**config.mk**
```make
export PLATFORM = sky130hd
export DESIGN_NAME = ppm_header_parser_flat
export DESIGN_NICKNAME = d
export VERILOG_FILES = /design/src/rtl/pph_pkg.sv /design/src/rtl/pph_if.sv /design/src/rtl/ppm_header_parser.sv /design/src/rtl/pph_check.sv /design/src/rtl/pph_parse.sv /design/src/flat_wrapper.sv
export SDC_FILE = /design/constraint.sdc
export NUM_CORES = 1
export LEC_CHECK = 0
export ABC_AREA = 1
export ABC_CLOCK_PERIOD_IN_PS = 9940
export BUFFER_PORTS_ARGS = -buffer_cell sky130_fd_sc_hd__buf_2
export CORE_MARGIN = 5
export CORE_UTILIZATION = 45
export CTS_CLUSTER_DIAMETER = 200
export DETAILED_ROUTE_END_ITERATION = 8
export HOLD_SLACK_MARGIN = 0.08
export MAX_ROUTING_LAYER = met4
export PLACE_DENSITY_LB_ADDON = 0.2
export SYNTH_ARGS = -nofsm -noshare
export SYNTH_HDL_FRONTEND = slang
export SYNTH_SLANG_ARGS = --single-unit
```
**constraint.sdc**
```tcl
create_clock -name clk -period 9.94 [get_ports clk]
set_clock_uncertainty 0.15 [all_clocks]
set_input_delay 0.497 -clock clk [delete_from_list [all_inputs] [get_ports clk]]
set_output_delay 0.497 -clock clk [all_outputs]
set_load 0.1 [all_outputs]
```
**src/rtl/pph_pkg.sv**
```systemverilog
`timescale 1ns / 1ps
// ----------------------------------------------------------------------------
// pph_pkg
// Shared types and constants of the binary PPM header parser.
// ----------------------------------------------------------------------------
package pph_pkg;

  typedef enum logic [2:0] {
    ST_OK         = 3'd0,
    ST_BAD_MAGIC  = 3'd1,
    ST_MALFORMED  = 3'd2,
    ST_BAD_MAXVAL = 3'd3,
    ST_DEPTH      = 3'd4
  } pph_status_t;

  typedef enum logic [4:0] {
    PH_WAIT    = 5'b00001,
    PH_MAGIC2  = 5'b00010,
    PH_BLANK   = 5'b00100,
    PH_COMMENT = 5'b01000,
    PH_DIGITS  = 5'b10000
  } pph_phase_t;

  localparam logic [7:0] CH_P     = 8'h50;
  localparam logic [7:0] CH_SIX   = 8'h36;
  localparam logic [7:0] CH_HASH  = 8'h23;
  localparam logic [7:0] CH_LF    = 8'h0a;
  localparam logic [7:0] CH_CR    = 8'h0d;
  localparam logic [7:0] CH_TAB   = 8'h09;
  localparam logic [7:0] CH_VT    = 8'h0b;
  localparam logic [7:0] CH_FF    = 8'h0c;
  localparam logic [7:0] CH_SPACE = 8'h20;
  localparam logic [7:0] CH_ZERO  = 8'h30;
  localparam logic [7:0] CH_NINE  = 8'h39;

  localparam logic [4:0] BITS_MIN = 5'd8;
  localparam logic [4:0] BITS_MAX = 5'd14;
  localparam logic [31:0] MAXVAL_ONE_BYTE = 32'd255;

  localparam logic [1:0] FIELD_WIDTH  = 2'd0;
  localparam logic [1:0] FIELD_HEIGHT = 2'd1;
  localparam logic [1:0] FIELD_MAXVAL = 2'd2;

  typedef struct packed {
    pph_status_t status;
    logic [4:0]  sample_bits;
    logic [1:0]  sample_bytes;
  } pph_check_t;

  typedef struct packed {
    pph_status_t status;
    logic [31:0] image_width;
    logic [31:0] image_height;
    logic [31:0] max_value;
    logic [4:0]  sample_bits;
    logic [1:0]  sample_bytes;
  } pph_result_t;

endpackage

```
**src/rtl/pph_if.sv**
```systemverilog
`timescale 1ns / 1ps
// ----------------------------------------------------------------------------
// pph_if
// Valid/ready channels of the PPM header parser: file bytes in, results out.
// ----------------------------------------------------------------------------
interface pph_in_if;
  logic       valid;
  logic       ready;
  logic [7:0] in_byte;
  logic       start_of_file;
  logic       end_of_data;

  modport source (output valid, in_byte, start_of_file, end_of_data, input ready);
  modport sink   (input valid, in_byte, start_of_file, end_of_data, output ready);
endinterface

interface pph_out_if;
  logic        valid;
  logic        ready;
  logic [2:0]  status;
  logic [31:0] image_width;
  logic [31:0] image_height;
  logic [31:0] max_value;
  logic [4:0]  sample_bits;
  logic [1:0]  sample_bytes;

  modport source (output valid, status, image_width, image_height, max_value,
                  sample_bits, sample_bytes, input ready);
  modport sink   (input valid, status, image_width, image_height, max_value,
                  sample_bits, sample_bytes, output ready);
endinterface

```
**src/rtl/ppm_header_parser.sv**
```systemverilog
`timescale 1ns / 1ps
// ----------------------------------------------------------------------------
// ppm_header_parser
// Parses a binary PPM (P6) header from a byte stream and reports size,
// maxval, bit depth and bytes per sample with a status.
// ----------------------------------------------------------------------------
//  channel   dir  handshake     word
//  in_chan   in   valid/ready   in_byte, start_of_file, end_of_data
//  out_chan  out  valid/ready   status, sizes, maxval, sample_bits/bytes
//
//  One word per cycle sustained while results are taken; the word that causes
//  a result passes the input register, then the result register.
//  The parse state updates once per accepted word, which sets the rate.
//  Synchronous active-low reset clears both registers' valid bits and the
//  parse state. A stalled result holds the input register only when the
//  next word also produces a result; other words keep flowing.
// ----------------------------------------------------------------------------
module ppm_header_parser (
  input  logic    clk,
  input  logic    rst_n,
  pph_in_if.sink  in_chan,
  pph_out_if.source out_chan
);

  logic                 in_valid_r;
  logic [7:0]           byte_r;
  logic                 sof_r;
  logic                 eod_r;
  logic                 out_valid_r;
  pph_pkg::pph_result_t result_r;

  logic                 emit;
  pph_pkg::pph_result_t result;
  logic                 out_free;
  logic                 advance;

  assign out_free      = !out_valid_r || out_chan.ready;
  assign advance       = in_valid_r && (!emit || out_free);
  assign in_chan.ready = !in_valid_r || advance;

  pph_parse u_parse (
    .clk           (clk),
    .rst_n         (rst_n),
    .fire          (advance),
    .in_byte       (byte_r),
    .start_of_file (sof_r),
    .end_of_data   (eod_r),
    .emit          (emit),
    .result        (result)
  );

  always_ff @(posedge clk) begin
    if (!rst_n) begin
      in_valid_r <= 1'b0;
    end else if (in_chan.ready) begin
      in_valid_r <= in_chan.valid;
    end
  end

  always_ff @(posedge clk) begin
    if (in_chan.ready && in_chan.valid) begin
      byte_r <= in_chan.in_byte;
      sof_r  <= in_chan.start_of_file;
      eod_r  <= in_chan.end_of_data;
    end
  end

  always_ff @(posedge clk) begin
    if (!rst_n) begin
      out_valid_r <= 1'b0;
    end else if (out_free) begin
      out_valid_r <= advance && emit;
    end
  end

  always_ff @(posedge clk) begin
    if (advance && emit) begin
      result_r <= result;
    end
  end

  assign out_chan.valid        = out_valid_r;
  assign out_chan.status       = result_r.status;
  assign out_chan.image_width  = result_r.image_width;
  assign out_chan.image_height = result_r.image_height;
  assign out_chan.max_value    = result_r.max_value;
  assign out_chan.sample_bits  = result_r.sample_bits;
  assign out_chan.sample_bytes = result_r.sample_bytes;

endmodule

```
**src/rtl/pph_check.sv**
```systemverilog
`timescale 1ns / 1ps
// ----------------------------------------------------------------------------
// pph_check
// Maxval validation: range check, bit depth and bytes per sample.
// ----------------------------------------------------------------------------
module pph_check (
  input  logic [31:0]        max_value,
  output pph_pkg::pph_check_t chk
);

  logic [4:0] len;
  logic [4:0] bits;

  always_comb begin
    len = 5'd0;
    for (int i = 0; i < 16; i++) begin
      if (max_value[i]) begin
        len = 5'(i + 1);
      end
    end
    bits = (len < pph_pkg::BITS_MIN) ? pph_pkg::BITS_MIN : len;
  end

  always_comb begin
    if (max_value == 32'd0 || (|max_value[31:16])) begin
      chk.status       = pph_pkg::ST_BAD_MAXVAL;
      chk.sample_bits  = 5'd0;
      chk.sample_bytes = 2'd0;
    end else if (bits > pph_pkg::BITS_MAX) begin
      chk.status       = pph_pkg::ST_DEPTH;
      chk.sample_bits  = bits;
      chk.sample_bytes = 2'd0;
    end else begin
      chk.status       = pph_pkg::ST_OK;
      chk.sample_bits  = bits;
      chk.sample_bytes = (max_value > pph_pkg::MAXVAL_ONE_BYTE) ? 2'd2 : 2'd1;
    end
  end

endmodule

```
**src/rtl/pph_parse.sv**
```systemverilog
`timescale 1ns / 1ps
// ----------------------------------------------------------------------------
// pph_parse
// Header state machine: magic, blanks, comments and three decimal fields.
// ----------------------------------------------------------------------------
module pph_parse (
  input  logic                 clk,
  input  logic                 rst_n,
  input  logic                 fire,
  input  logic [7:0]           in_byte,
  input  logic                 start_of_file,
  input  logic                 end_of_data,
  output logic                 emit,
  output pph_pkg::pph_result_t result
);

  pph_pkg::pph_phase_t phase_r, phase_nxt;
  logic [1:0]          field_r, field_nxt;
  logic [31:0]         acc_r, acc_nxt;
  logic [31:0]         width_r, width_nxt;
  logic [31:0]         height_r, height_nxt;

  logic                is_digit;
  logic                is_blank;
  logic [31:0]         digit_val;
  logic [31:0]         acc_times10;
  pph_pkg::pph_check_t chk;

  pph_check u_check (
    .max_value (acc_r),
    .chk       (chk)
  );

  assign is_digit    = (in_byte >= pph_pkg::CH_ZERO) && (in_byte <= pph_pkg::CH_NINE);
  assign digit_val   = {28'd0, in_byte[3:0]};
  assign acc_times10 = (acc_r << 3) + (acc_r << 1) + digit_val;

  always_comb begin
    is_blank = in_byte inside {pph_pkg::CH_SPACE, pph_pkg::CH_TAB, pph_pkg::CH_LF,
                               pph_pkg::CH_CR, pph_pkg::CH_VT, pph_pkg::CH_FF};
  end

  always_comb begin
    phase_nxt  = phase_r;
    field_nxt  = field_r;
    acc_nxt    = acc_r;
    width_nxt  = width_r;
    height_nxt = height_r;
    emit       = 1'b0;
    result     = '0;

    if (start_of_file) begin
      field_nxt  = pph_pkg::FIELD_WIDTH;
      acc_nxt    = 32'd0;
      width_nxt  = 32'd0;
      height_nxt = 32'd0;
      if (end_of_data || in_byte != pph_pkg::CH_P) begin
        emit          = 1'b1;
        result.status = pph_pkg::ST_BAD_MAGIC;
        phase_nxt     = pph_pkg::PH_WAIT;
      end else begin
        phase_nxt = pph_pkg::PH_MAGIC2;
      end
    end else begin
      case (phase_r)
        pph_pkg::PH_MAGIC2: begin
          if (end_of_data || in_byte != pph_pkg::CH_SIX) begin
            emit          = 1'b1;
            result.status = pph_pkg::ST_BAD_MAGIC;
            phase_nxt     = pph_pkg::PH_WAIT;
          end else begin
            phase_nxt = pph_pkg::PH_BLANK;
          end
        end
        pph_pkg::PH_BLANK: begin
          if (end_of_data || !(is_blank || is_digit || in_byte == pph_pkg::CH_HASH)) begin
            emit          = 1'b1;
            result.status = pph_pkg::ST_MALFORMED;
            phase_nxt     = pph_pkg::PH_WAIT;
          end else if (in_byte == pph_pkg::CH_HASH) begin
            phase_nxt = pph_pkg::PH_COMMENT;
          end else if (is_digit) begin
            acc_nxt   = digit_val;
            phase_nxt = pph_pkg::PH_DIGITS;
          end
        end
        pph_pkg::PH_COMMENT: begin
          if (end_of_data) begin
            emit          = 1'b1;
            result.status = pph_pkg::ST_MALFORMED;
            phase_nxt     = pph_pkg::PH_WAIT;
          end else if (in_byte == pph_pkg::CH_LF || in_byte == pph_pkg::CH_CR) begin
            phase_nxt = pph_pkg::PH_BLANK;
          end
        end
        pph_pkg::PH_DIGITS: begin
          if (!end_of_data && is_digit) begin
            acc_nxt = acc_times10;
          end else if (field_r >= pph_pkg::FIELD_MAXVAL) begin
            emit                = 1'b1;
            result.status       = chk.status;
            result.image_width  = width_r;
            result.image_height = height_r;
            result.max_value    = acc_r;
            result.sample_bits  = chk.sample_bits;
            result.sample_bytes = chk.sample_bytes;
            phase_nxt           = pph_pkg::PH_WAIT;
          end else if (end_of_data) begin
            emit          = 1'b1;
            result.status = pph_pkg::ST_MALFORMED;
            phase_nxt     = pph_pkg::PH_WAIT;
          end else begin
            if (field_r == pph_pkg::FIELD_WIDTH) begin
              width_nxt = acc_r;
            end else begin
              height_nxt = acc_r;
            end
            field_nxt = field_r + 2'd1;
            acc_nxt   = 32'd0;
            phase_nxt = pph_pkg::PH_BLANK;
          end
        end
        default: begin
          phase_nxt = pph_pkg::PH_WAIT;
        end
      endcase
    end
  end

  always_ff @(posedge clk) begin
    if (!rst_n) begin
      phase_r  <= pph_pkg::PH_WAIT;
      field_r  <= 2'd0;
      acc_r    <= 32'd0;
      width_r  <= 32'd0;
      height_r <= 32'd0;
    end else if (fire) begin
      phase_r  <= phase_nxt;
      field_r  <= field_nxt;
      acc_r    <= acc_nxt;
      width_r  <= width_nxt;
      height_r <= height_nxt;
    end
  end

endmodule

```
**src/flat_wrapper.sv**
```systemverilog
// flat-port wrapper written by rule: the top's interface ports become plain ports
module ppm_header_parser_flat 
  (clk, rst_n, in_chan_valid, in_chan_in_byte, in_chan_start_of_file, in_chan_end_of_data, in_chan_ready, out_chan_valid, out_chan_status, out_chan_image_width, out_chan_image_height, out_chan_max_value, out_chan_sample_bits, out_chan_sample_bytes, out_chan_ready);
  pph_in_if in_chan_i ();
  pph_out_if out_chan_i ();
  input  logic clk;
  input  logic rst_n;
  input wire logic [$bits(in_chan_i.valid)-1:0] in_chan_valid;
  input wire logic [$bits(in_chan_i.in_byte)-1:0] in_chan_in_byte;
  input wire logic [$bits(in_chan_i.start_of_file)-1:0] in_chan_start_of_file;
  input wire logic [$bits(in_chan_i.end_of_data)-1:0] in_chan_end_of_data;
  output wire logic [$bits(in_chan_i.ready)-1:0] in_chan_ready;
  output wire logic [$bits(out_chan_i.valid)-1:0] out_chan_valid;
  output wire logic [$bits(out_chan_i.status)-1:0] out_chan_status;
  output wire logic [$bits(out_chan_i.image_width)-1:0] out_chan_image_width;
  output wire logic [$bits(out_chan_i.image_height)-1:0] out_chan_image_height;
  output wire logic [$bits(out_chan_i.max_value)-1:0] out_chan_max_value;
  output wire logic [$bits(out_chan_i.sample_bits)-1:0] out_chan_sample_bits;
  output wire logic [$bits(out_chan_i.sample_bytes)-1:0] out_chan_sample_bytes;
  input wire logic [$bits(out_chan_i.ready)-1:0] out_chan_ready;
  assign in_chan_i.valid = in_chan_valid;
  assign in_chan_i.in_byte = in_chan_in_byte;
  assign in_chan_i.start_of_file = in_chan_start_of_file;
  assign in_chan_i.end_of_data = in_chan_end_of_data;
  assign in_chan_ready = in_chan_i.ready;
  assign out_chan_valid = out_chan_i.valid;
  assign out_chan_status = out_chan_i.status;
  assign out_chan_image_width = out_chan_i.image_width;
  assign out_chan_image_height = out_chan_i.image_height;
  assign out_chan_max_value = out_chan_i.max_value;
  assign out_chan_sample_bits = out_chan_i.sample_bits;
  assign out_chan_sample_bytes = out_chan_i.sample_bytes;
  assign out_chan_i.ready = out_chan_ready;
  ppm_header_parser u_core (.clk(clk), .rst_n(rst_n), .in_chan(in_chan_i), .out_chan(out_chan_i));
endmodule
```
-- Word level (Yosys, flattened, before mapping)
Cells that the tools add are included.
- multiplexer cells: 74
- reductions and logical operators: 35
- $lt $le $gt $ge: 6
- $add $sub $neg: 3
- equality and inequality tests: 25
- bitwise logic cells: 2
- operators with widths (operator ; number):
    32-bit 2-to-1 mux ; 19
    106-bit 2-to-1 mux ; 1
    103-bit 2-to-1 mux ; 1
    32-bit case mux with 2 select lines ; 1
    5-bit 2-to-1 mux ; 9
    8-bit by 4-bit equality test with 1-bit output (second input constant) ; 5
    32-bit adder ; 1
    32-bit by 4-bit adder with 32-bit output ; 1
    32-bit by 8-bit > comparator with 1-bit output (second input constant) ; 1
    32-bit logical NOT ; 1
    4-bit 2-to-1 mux ; 8
    3-bit 2-to-1 mux ; 9
    2-bit 2-to-1 mux ; 11
    10-bit 2-to-1 mux ; 2
    5-bit case mux with 4 select lines ; 1
    8-bit by 6-bit equality test with 1-bit output (second input constant) ; 2
    16-bit OR reduction ; 1
    3-bit by 2-bit != test with 1-bit output (second input constant) ; 4
    3-bit case mux with 4 select lines ; 1
    6-bit AND reduction ; 2
    1-bit logical OR ; 10
    1-bit 2-to-1 mux ; 10
    8-bit by 6-bit greater-or-equal comparator with 1-bit output (second input constant) ; 1
    8-bit by 6-bit less-or-equal comparator with 1-bit output (second input constant) ; 1
    other kinds (28) ; 42
- register bits after elaboration: 221
- logic and storage cells: 161

-- Depth between registers and ports, before layout
Gate-level depths: netlist of the first run.
- depth in word-level cells: 25
- depth in mapped cells: 18
- depth with buffers taken out: 17

-- Cells and area by module
Synthesis of the first run repeated with hierarchy kept, for this count alone.
- cells, all modules: 1385
- area, all modules: 11489.8 µm²
- modules (own cells, without submodules) (module ; instances ; cells each ; area an instance (µm²) ; seq. area each (µm²)):
    pph_parse ; 1 ; 1185 ; 7568.5 ; 2062.0
    ppm_header_parser ; 1 ; 133 ; 3595.9 ; 3523.4
    pph_check ; 1 ; 67 ; 325.3 ; 0.0

-- Worst setup path after synthesis of the first run
No wires, ideal clock.
- kind: reg-to-reg
- start point: register u_core.byte_r[7]
- end point: register u_core.result_r (netlist bit u_core.out_chan.image_height[0]), enable pin
- buffers on the path: 0
- cell stages (with the launch flop): 14
- clock period less this slack: 4.209 ns
- path slack: 5.731 ns
- arrival time: 3.599 ns
- path through: edfxtp_1 nor2_2 inv_1 nor2_2 nand2_1 nand3_1 nand2_1 nand3_2 nand2_1 nand2_2 nand2_4 a21oi_1 nand2_1 inv_1
- word-level cells in the longest chain between the ends: 13
- elaborated cells on any way between the ends: 30
- ends and longest elaborated chain (item ; RTL line ; source):
    from (decl) ; ppm_header_parser.sv:26 ; logic [7:0] byte_r;
    from (signal assigned) ; ppm_header_parser.sv:62 ; byte_r <= in_chan.in_byte;
    8-bit by 6-bit greater-or-equal comparator with 1-bit output, or another cell as far along ; pph_parse.sv:34 ; assign is_digit = (in_byte >= pph_pkg::CH_ZERO) && (in_byte <= pph_pkg::CH_NINE);
    1-bit logical AND or 6-bit nonzero test (tied branches) ; pph_parse.sv:34, pph_parse.sv:39 ;
    1-bit logical OR (2 in a row) ; pph_parse.sv:76 ; if (end_of_data || !(is_blank || is_digit || in_byte == pph_pkg::CH_HASH)) begin
    1-bit logical NOT ; pph_parse.sv:76 ;
    1-bit logical OR ; pph_parse.sv:76 ;
    1-bit 2-to-1 mux ; pph_parse.sv:76 ;
    1-bit case mux with 4 select lines ; pph_parse.sv:65 ; case (phase_r)
    1-bit 2-to-1 mux (*) ; pph_parse.sv:52 ; if (start_of_file) begin
    1-bit logical NOT ; ppm_header_parser.sv:38 ; assign advance = in_valid_r && (!emit || out_free);
    1-bit logical OR ; ppm_header_parser.sv:38 ;
    1-bit logical AND ; ppm_header_parser.sv:38 ;
    1-bit logical AND (*) ; ppm_header_parser.sv:77 ; if (advance && emit) begin
    to (signal assigned) ; ppm_header_parser.sv:78 ; result_r <= result;
    to (decl) ; ppm_header_parser.sv:30 ; pph_pkg::pph_result_t result_r;
Mark *: on every way between the ends. The rest lies on a longest branch, timed or not.
A chain may end at the register's enable or synchronous reset.

-- Worst setup path after layout of the first run
- start point: register u_core.sof_r
- end point: register u_core.u_parse.acc_r[14]
- word-level cells in the longest chain between the ends: 5
- elaborated cells on any way between the ends: 12
- ends and longest elaborated chain (item ; RTL line ; source):
    from (decl) ; ppm_header_parser.sv:27 ; logic sof_r;
    from (signal assigned) ; ppm_header_parser.sv:63 ; sof_r <= in_chan.start_of_file;
    1-bit 2-to-1 mux ; pph_parse.sv:52 ;
    1-bit logical NOT ; ppm_header_parser.sv:38 ;
    1-bit logical OR ; ppm_header_parser.sv:38 ;
    1-bit logical AND ; ppm_header_parser.sv:38 ;
    7-bit AND reduction (no line) ; n/a ;
    to (signal assigned) ; pph_parse.sv:140 ; acc_r <= acc_nxt;
    to (decl) ; pph_parse.sv:19 ; logic [31:0] acc_r, acc_nxt;
Parallel ways exist; a longest one is shown, timed or not.

==> run summary, run 1 <==
Sequential cell area -> 0.005585 mm^2
Status -> finished, final reports clean
CTS tree -> yes
Critical path peak fanout -> 65
Routed vias -> 10,313
Area Growth Syn to Fin -> 15.10%
CTS Root Cell -> clkbuf_16
Final Hold Fails -> 0
Top-count cell post-synth -> nand2_1
Nets -> 1,752
Period utilization -> 0.3850
Cells on worst reg2reg path -> 11
Worst path slowest cell -> nor2_1
Dominant cell type by area after synthesis -> edfxtp_1
RSZ-0062 raised after global routing -> no
Synthesized Nets -> 1,647
Setup-failing EPs final -> 0
Final Max Tran Viols -> 0
Crit path max-delay family -> simple AND/OR/NAND/NOR gates
Worst slew margin -> 0.1974
Syn_area_per_cell -> 7.576 um^2
Startpoint types -> register
Rows -> 59
Placeable Area -> 0.02606 mm^2
Drc violations -> 0
Antenna Nets Post-Route -> 0
Sequential area share after synthesis -> 0.4693
Clk Latency, worst-skew pair -> 530 ps
Post-synth top area share -> 0.2927
CTS sink count -> 221
Largest net degree at the start of global routing -> 71
Post-layout min period -> 3827 ps
First-pass GRT wire length -> 53.45 mm
Buf+Inv Stages, Crit Path -> 3
R2r startpoint -> u_core.sof_r
Leak -> 6.558 nW
Antenna diodes -> 0
Synth warnings -> 0
Max Fclk -> 261.3 MHz
Pre-Repair DR Iteration Count -> 6
Synthesis-stage register bit count -> 221
Crit. End Element -> register
Hold Crit Class -> in -> reg
WL/cell -> 16.24 um
Reg clk slew, reported paths -> 60 ps
# fillers -> 2,583
Hold Startpoint -> in_chan_valid
Max-Cap Viols -> 0
CP Cell Sequence -> buf_4 > inv_2 > nand2_1 > o21ai_1 > nor2_1 > nand3_2 > a21oi_2 > inv_2 > nor2_1 > nand2_1 > a21oi_1
Gate Count Post-Synth -> 1,571
Multi-input gate area -> 0.005220 mm^2
H-Tree Depth -> 1
CP arrival -> 4090 ps
GR Util All Layers -> 0.2226
Most instantiated cells after synthesis -> 408 x nand2_1, 334 x nor2_1, 203 x inv_1
Post-synth EDFFs -> 116
Reg2reg setup slack -> 6110 ps
Vias in the first global route -> 9,724
Setup_tns -> 0 ps
Die area -> 0.02980 mm^2
Initial drt markers -> 1,241
Non-Filler Instances -> 2,029
Inst Count DP -> 1,975
IO Port Bufs -> 121
Initial antenna violation count -> 0
Netlist cell types -> 41
Routed vias/inst -> 5.083
Clock buffer count from CTS -> 24
Ys async rst share -> 0
PD cells -> 160.9 mW/mm^2
Layout cells sized above 1 -> 0.1175
CP Class -> reg -> reg
Reg2reg end -> u_core.u_parse.acc_r[14]
Mapped Area -> 0.01190 mm^2
Dpl hpwl -> 24.37 mm
Die Height -> 172.6 um
CP Data Required Time -> 10,210 ps
Hold Crit Depth -> 3
Die X -> 172.6 um
Routed Wire Length -> 32.96 mm
Gr ovfl total -> 0
Post_cts resized -> 0
Gpl congestion -> 1.033
# IOs -> 122
CTS Buffer Depth -> 3
Primary FF master, synth -> edfxtp_1
Slowest stage delay, CP -> 920 ps
Top cells by area, synth -> edfxtp_1 29%, dfxtp_1 18%, nand2_1 13%, nor2_1 11%, inv_1 6.4%
Peak supply drop -> 134.9 uV
Hold EP -> u_core.in_valid_r
Worst Tran Pin Value -> 1199 ps
Initial Utilization -> 0.4567
## cell families after synthesis
logic type | after synthesis | share of synthesized area
AND/OR/NAND/NOR | 901 | 0.3168
buffers and inverters | 272 | 0.09209
flip-flops | 221 | 0.4693
AO/OA/AOI/OAI | 101 | 0.04510
adder cells (fa/ha/maj) | 62 | 0.06644
XOR/XNOR | 14 | 0.01030
## cell type report
cell class / instances / share of cell area
flip-flops and latches: 221 / 0.4077
multi-input cells: 1078 / 0.3811
inverters: 215 / 0.05928
repair buffers: 136 / 0.05426
clock buffers: 29 / 0.04741
well taps: 335 / 0.03060
clock inverters: 15 / 0.01964
## metrics by stage
| stage | utilization | setup WS (ps) | hold slack [ps] | area, um^2 | power [W] |
|---|---|---|---|---|---|
| after floorplan | - | 5731 | 307.7 | 11900 | 0.001167 |
| after global placement | 0.4866 | 6224 | 324.3 | 12680 | 0.001198 |
| after detailed placement | 0.4866 | 6172 | 329.3 | 12680 | 0.001200 |
| after CTS | 0.5257 | 6145 | 111.5 | 13700 | 0.002221 |
| after global routing | 0.5257 | 5707 | 123.8 | 13700 | 0.002283 |
| final | 0.5257 | 6113 | 120.6 | 13700 | 0.002205 |
## routing by layer
layer | part of all wire | track usage | vias up
met1 | 0.48 | 0.3211 | 4752
met2 | 0.44 | 0.3394 | 320
li1 | - | - | 5196
met3 | 0.061 | 0.02904 | 45
met5 | 0 | - | -
met4 | 0.018 | 0.04457 | 0
## worst min-delay path, delay by kind of cell
| family | cells | cell delay (ps) |
|---|---|---|
| buf+inv | 1 | 90 |
| simple gates | 1 | 90 |
| compound gates | 1 | 70 |
## how the worst max path moves through the flow
stage / startpoint / end / slack [ps] / cells after the start
finish: u_core.sof_r / u_core.u_parse.acc_r[14] / 6110 / 11
global route: u_core.sof_r / u_core.u_parse.acc_r[11] / 5710 / 11
CTS: u_core.sof_r / u_core.u_parse.acc_r[23] / 6150 / 9
detailed placement: u_core.sof_r / u_core.u_parse.acc_r[0] / 6170 / 10
global placement: u_core.sof_r / u_core.u_parse.acc_r[0] / 6220 / 10
floorplan: u_core.byte_r[7] / u_core.out_chan.image_height[0] / 5730 / 13
## power breakdown
part	leakage [nW]	internal [W]	switching, W
sequential	1.99	0.000985	0.0000136
combinational	4.11	0.0000378	0.000148
clock	0.451	0.000650	0.000370
## what timing repair did
item	in CTS	in global routing
hold buffers	10	0
endpoints found under the hold margin	10	0
buffers inserted	0	0
## cells in the final DEF (no fill, tap or decap), types with 2 or more instances in the layout
cell,synthesis,layout
nand2_2,3,3
edfxtp_1,116,116
o21bai_1,4,4
xnor2_1,9,9
clkinv_2,0,3
clkbuf_8,0,3
clkbuf_1,31,2
xor2_1,5,5
nand3b_1,6,6
nand4_4,2,2
nor2_2,4,4
inv_2,9,9
nand4_1,36,36
buf_4,3,5
nand2_4,2,2
nor4_1,16,16
o21ai_1,2,2
o21ai_0,21,21
dlygate4sd3_1,0,10
o41ai_1,2,2
nand3_2,4,4
a21oi_1,67,67
dfxtp_1,105,105
buf_2,13,121
or2_2,3,3
nor2_1,334,334
nor3_1,17,17
clkinv_1,2,4
nand2_1,408,408
fa_1,2,2
clkbuf_16,0,24
nand3_1,62,62
inv_4,1,2
bufinv_16,0,7
a31oi_1,2,2
inv_1,203,202
ha_1,60,60
## sequential cells by signal, summed over array words and instances, names as in the netlist, 2 cells and up
| register | cells |
|---|---|
| u_core.out_chan.image_height | 32 |
| u_core.out_chan.image_width | 32 |
| u_core.out_chan.sample_bits | 5 |
| u_core.byte_r | 8 |
| u_core.u_parse.width_r | 32 |
| u_core.u_parse.field_r | 2 |
| u_core.out_chan.status | 3 |
| u_core.u_parse.height_r | 32 |
| u_core.u_parse.acc_r | 32 |
| u_core.u_parse.phase_r | 5 |
| u_core.out_chan.max_value | 32 |
| u_core.out_chan.sample_bytes | 2 |
Note: power is estimated with default switching activity, not from simulation.
==> inputs of run 2 (changes only) <==
Settings changed: ABC_CLOCK_PERIOD_IN_PS 9940 to 3300.
Clock period 9.94 ns to 3.3 ns, I/O delays scaled along.
==> run 2 against run 1 <==
Critical path depth is 1 lower. Die area did not move. Count of clock-buffer cells in the layout is 4 higher. First-iteration DRC count shrank 32%. Utilization up 0.41 points. Critical path type is now reg -> out. Combinational power rose to 3.2 times the previous value. Register-to-register slack got worse by 5700 ps. Flip-flop and latch count is the same. Non-clock buffer count up 22. Final area up 0.78%.
==> run summary, run 2 (synthesis gave the netlist of run 1 again) <==
CP arrival -> 2780 ps (-1310 ps)
Period utilization -> 0.9379
CP Data Required Time -> 2980 ps (-7230 ps)
CTS Root Cell -> clkbuf_16
Status -> finished, final reports clean
Most frequent cells in the layout -> 406 x nand2_1, 333 x nor2_1, 202 x inv_1, 121 x buf_2, 116 x edfxtp_1
Worst slew margin -> 0.4475 (+0.2501)
Worst path slowest cell -> edfxtp_1
Core Util, Final -> 0.5297 (+0.004081)
Crit. End Element -> output port
Leak -> 6.601 nW (+0.65%)
CP Cell Sequence -> inv_4 > nand4_2 > clkinv_1 > nand2_2 > a21oi_1 > nand2_1 > nand2_2 > nand2_4 > nand3_1 > buf_2
# IOs -> 122 (unchanged)
Largest net degree at the start of global routing -> 75 (+5.6%)
Vias in the first global route -> 10,033 (+3.2%)
Max Fclk -> 323.1 MHz
Post-layout min period -> 3095 ps
Drc violations -> 0 (unchanged)
CTS Buffer Depth -> 3 (unchanged)
R2r startpoint -> u_core.eod_r
RSZ-0062 raised after global routing -> no
Initial Utilization -> 0.4567 (unchanged)
Setup_tns -> 0 ps (unchanged)
Setup-failing EPs final -> 0 (unchanged)
CTS tree -> yes
Hold Startpoint -> in_chan_in_byte[0]
Inst Count DP -> 1,993 (+0.91%)
Critical path peak fanout -> 14 (-78%)
Commonest non-fill, non-tap cell in the layout -> nand2_1
Total power -> 0.006202 W (+180%)
Die X -> 172.6 um (unchanged)
First element of the critical path -> u_core.eod_r
Antenna diodes -> 0 (unchanged)
Crit path max-delay family -> simple AND/OR/NAND/NOR gates
Post-CTS Setup Bufs -> 0 (unchanged)
Peak supply drop -> 390.5 uV (+190%)
Startpoint types -> register
Cells on worst reg2reg path -> 12 (+1)
Clock buffer count from CTS -> 24 (unchanged)
First-pass GRT wire length -> 53.04 mm (-0.77%)
Clk Latency, worst-skew pair -> 520 ps (about the same)
Hold EP -> u_core.byte_r[0]
Reg2reg end -> u_core.out_chan.max_value[9]
Final Hold Fails -> 0 (unchanged)
Antenna Nets Post-Route -> 0 (unchanged)
Initial drt markers -> 840 (-32%)
Layout cells sized above 1 -> 0.1270 (+0.009566)
Routed Wire Length -> 32.86 mm (-0.28%)
Routed vias -> 10,420 (+1.0%)
Placeable Area -> 0.02606 mm^2 (unchanged)
Nets -> 1,774 (+1.3%)
Hold Crit Class -> in -> reg
Area Growth Syn to Fin -> 15.99%
Non-Filler Instances -> 2,051 (+1.1%)
Reg clk slew, reported paths -> 60 ps (about the same)
Die Height -> 172.6 um (unchanged)
Rows -> 59 (unchanged)
Initial antenna violation count -> 0 (unchanged)
IO Port Bufs -> 121 (unchanged)
Max-Cap Viols -> 0 (unchanged)
GR Util All Layers -> 0.2210 (-0.001655)
Dpl hpwl -> 23.62 mm (-3.1%)
Die area -> 0.02980 mm^2 (unchanged)
Worst Tran Pin Value -> 828.8 ps (-370.7 ps)
Gpl congestion -> 0.9568 (-7.4%)
H-Tree Depth -> 1 (unchanged)
CTS sink count -> 221 (unchanged)
Final Max Tran Viols -> 0 (unchanged)
Buf+Inv Stages, Crit Path -> 3 (unchanged)
PD cells -> 449.2 mW/mm^2 (+180%)
Pre-Repair DR Iteration Count -> 7 (+1)
Hold Crit Depth -> 2 (-1)
Routed vias/inst -> 5.080 (about the same)
CP Class -> reg -> out
Slowest stage delay, CP -> 560 ps (-360 ps)
Most Frequent Cell on Critical Path -> nand2_2
Reg2reg setup slack -> 370 ps (-5740 ps)
WL/cell -> 16.02 um (-1.3%)
Gr ovfl total -> 0 (unchanged)
-- run 2: cell types whose count changed in the layout (fill, tap and decap cells not counted), sizes merged --
cell,before,now
buf,126,144
bufinv,7,1
clkbuf,29,33
dlygate4sd3,10,14
clkinvlp,0,3
inv,215,213
clkinv,8,9
-- run 2: power by group --
group          switching, W  internal, W
Clock               0.00108      0.00151
Sequential        0.0000373      0.00297
Combinational      0.000469     0.000131
-- run 2: routing by layer --
layer  vias to the layer above  wire, um  global-route usage  part of all wire
met4                         0       845             0.06042             0.026
met2                       301     15120              0.3473              0.46
met5                         -         0                   -                 0
li1                       5244         -                   -                 -
met1                      4816     14960              0.3012              0.46
met3                        59      1933             0.03144             0.059
-- run 2: how the worst max path moves through the flow --
| stage | endpoint | slack, ps | cells past startpoint |
|---|---|---|---|
| 2_1_floorplan | u_core.out_chan.image_height[0] | -180 | 14 |
| 3_3_place_gp | u_core.out_chan.image_height[4] | 410 | 12 |
| 3_5_place_dp | u_core.out_chan.max_value[8] | 400 | 12 |
| 6_report | in_chan_ready | 200 | 10 |
| 5_1_grt | in_chan_ready | 30 | 10 |
| 4_1_cts | in_chan_ready | 190 | 10 |
-- run 2: final cells by class --
class                      instances  area (um^2)
multi-input combinational       1078         5239
inverter                         215        813.3
clock inverter                    11        90.09
timing repair buffer             158        980.9
fill                            2505        12250
clock buffer                      33        675.6
tap                              335        419.2
sequential                       221         5587
-- run 2: repair_timing --
item	4_1_cts	5_1_grt
hold endpoints to repair	41	0
resized for setup	0	0
hold buffers	14	0
-- run 2: through the flow --
| stage | hold slack, ps | cell area (um^2) | worst slack [ps] |
|---|---|---|---|
| finish | 206.9 | 13800 | 204.8 |
| global route | 200.1 | 13800 | 29.79 |
| CTS | 187.6 | 13800 | 192.7 |
| detailed placement | 193.8 | 12900 | 400.2 |
| global placement | 193.9 | 12900 | 411.1 |
| floorplan | 113.9 | 11930 | -184.1 |
==> inputs of run 3 (changes only) <==
Settings changed: CORE_UTILIZATION 45 to 54.
==> run 3 against run 2 <==
Critical path depth rose by 6. Maximum frequency barely moved. Count of clock-buffer cells in the layout fell by 1. Final cell count fell by 2.0%. Clock power fell by 3%. Utilization rose by 11 points. First-iteration DRC count rose by 0.60%.
==> run summary, run 3 (synthesis gave the netlist of run 1 again) <==
Status -> finished, final reports clean
IO Port Bufs -> 121 (unchanged)
Layout cells sized above 1 -> 0.1335 (+0.006486)
Setup-failing EPs final -> 0 (unchanged)
Final Max Tran Viols -> 0 (unchanged)
First-pass GRT wire length -> 52.26 mm (-1.5%)
Startpoint types -> register
Antenna diodes -> 0 (unchanged)
Global Route met1 Usage -> 0.3608 (+0.05965)
R2r startpoint -> u_core.byte_r[3]
Reg clk slew, reported paths -> 60 ps (about the same)
Reg2reg setup slack -> 210 ps (-160 ps)
Final Hold Fails -> 0 (unchanged)
Routed vias/inst -> 5.247 (+3.3%)
Final Instance Area -> 0.01385 mm^2 (+0.32%)
Crit path capture -> u_core.in_valid_r
H-Tree Depth -> 1 (unchanged)
Sequential Power Share -> 0.488 (+0.004)
Vias in the first global route -> 10,161 (+1.3%)
Max-Cap Viols -> 0 (unchanged)
Drc violations -> 0 (unchanged)
Hold Crit Class -> in -> reg
Clk Latency, worst-skew pair -> 510 ps (about the same)
# IOs -> 122 (unchanged)
Crit. End Element -> register
Routed vias -> 10,547 (+1.2%)
Post-layout min period -> 3094 ps (-1.325 ps)
Cells on worst reg2reg path -> 16 (+4)
Pre-Repair DR Iteration Count -> 5 (-2)
CP Data Required Time -> 3540 ps (+560 ps)
CP arrival -> 3330 ps (+550 ps)
Inst Count DP -> 1,947 (-2.3%)
Routed Wire Length -> 32.56 mm (-0.92%)
Initial drt markers -> 845 (+0.60%)
Gr ovfl total -> 0 (unchanged)
Worst Tran Pin Value -> 795.9 ps (-32.90 ps)
Gpl congestion -> 0.9731 (+1.7%)
Max Fclk -> 323.2 MHz (about the same)
Leak -> 6.673 nW (+1.1%)
Grt met3 use -> 0.02963 (-0.001813)
Dpl hpwl -> 23.14 mm (-2.0%)
Most frequent cells in the layout -> 406 x nand2_1, 333 x nor2_1, 202 x inv_1, 121 x buf_2, 116 x edfxtp_1
Grt met2 use -> 0.4357 (+0.08838)
CP Class -> reg -> reg
Sw Share -> 0.2539 (-0.002655)
Non-Filler Instances -> 2,010 (-2.0%)
Peak supply drop -> 353.0 uV (-9.6%)
CTS sink count -> 221 (unchanged)
Commonest non-fill, non-tap cell in the layout -> nand2_1
CTS Buffer Depth -> 3 (unchanged)
Initial antenna violation count -> 0 (unchanged)
Die Height -> 158.5 um (-8.2%)
Core Util, Final -> 0.6365 (+0.1068)
Placeable Area -> 0.02176 mm^2 (-17%)
Comb pwr share -> 0.101 (+0.004)
# fillers -> 1,937 (-23%)
P_int -> 0.004582 W (-0.63%)
Area Growth Syn to Fin -> 16.36%
RSZ-0062 raised after global routing -> no
CTS tree -> yes
Gr busiest metal -> met2
Post-DP Area -> 0.01291 mm^2 (about the same)
Largest net degree at the start of global routing -> 90 (+20%)
WL/cell -> 16.20 um (+1.1%)
Die X -> 158.5 um (-8.2%)
Die area -> 0.02511 mm^2 (-16%)
Initial Utilization -> 0.5470 (+0.09033)
Clock share of power -> 0.411 (-0.008)
P_sw -> 0.001559 W (-2.0%)
Reg2reg end -> u_core.in_valid_r
First element of the critical path -> u_core.byte_r[3]
Rows -> 54 (-8.5%)
CTS Root Cell -> clkbuf_16
Critical path peak fanout -> 7 (-7)
GR Util All Layers -> 0.2673 (+0.04636)
PD cells -> 443.4 mW/mm^2 (-1.3%)
Clock buffer count from CTS -> 23 (-4.2%)
Worst slew margin -> 0.4694 (+0.02193)
Period utilization -> 0.9375 (about the same)
Antenna Nets Post-Route -> 0 (unchanged)
Nets -> 1,790 (+0.90%)
run 3: cell count changes in the layout (fill, tap and decap cells not counted), moves of 2 or more:
cell,change
buf_4,+15
clkinv_2,-2
clkbuf_16,-2
clkbuf_1,+2
run 3: layout make-up:
type,count,area (um^2),area share
tap,280,350.3,0.02530
timing repair buffer,175,1124,0.08113
clock inverter,9,106.4,0.007680
clock buffer,32,619.3,0.04472
multi-input combinational,1078,5249,0.3790
sequential,221,5587,0.4034
inverter,215,813.3,0.05873
run 3: per-layer routing:
metal  routed length (um)  vias to the layer above
met1                14160                     4839
met2                15260                      396
met4                  708                        0
met3                 2433                       43
met5                    0                        -
li1                     -                     5269
run 3: power groups by stage:
| stage | logic, W | registers, W | clock network, W |
|---|---|---|---|
| floorplan | 0.000262 | 0.00325 | 0 |
| global placement | 0.000585 | 0.00305 | 0 |
| detailed placement | 0.000592 | 0.00306 | 0 |
| CTS | 0.000611 | 0.00300 | 0.00256 |
| global route | 0.000673 | 0.00300 | 0.00270 |
| finish | 0.000621 | 0.00300 | 0.00252 |
run 3: per-stage QoR:
| stage | hold slack (ps) | total power (W) | worst slack [ps] | TNS [ps] |
|---|---|---|---|---|
| floorplan | 113.9 | 0.003515 | -184.1 | -19520 |
| global placement | 192.4 | 0.003639 | 412.2 | 0 |
| detailed placement | 193.4 | 0.003650 | 343.2 | 0 |
| CTS | 198.9 | 0.006170 | 190.0 | 0 |
| global route | 222.3 | 0.006375 | 25.27 | 0 |
| finish | 231.0 | 0.006141 | 206.2 | 0 |
run 3: critical path: stages (launching register included):
cell and delay [ps]:
edfxtp_1 450, inv_2 150, nor2_2 50, nand2_1 80
nand2_1 50, nand2_1 60, nand3_1 90, nand2_1 90
nand3_2 100, nand2_1 110, nand2_2 60, nand2_4 150
nand3_2 100, nand2_1 100, dlygate4sd3_1 550, a21oi_1 60
dlygate4sd3_1 590
run 3: repair_timing:
action,in CTS,in global routing
hold endpoints to repair,34,0
endpoints found under the setup margin,0,1
hold buffers,15,0
setup buffers,0,7
resized for setup,0,2
run 3: worst min-delay path by stage:
stage / end / cells past startpoint / slack, ps / start
floorplan: u_core.byte_r[0] / 0 / 110 / in_chan_in_byte[0]
global placement: u_core.sof_r / 1 / 190 / in_chan_start_of_file
detailed placement: u_core.byte_r[7] / 1 / 190 / in_chan_in_byte[7]
CTS: u_core.eod_r / 2 / 200 / in_chan_end_of_data
global route: u_core.byte_r[6] / 2 / 220 / in_chan_in_byte[6]
finish: u_core.eod_r / 2 / 230 / in_chan_end_of_data
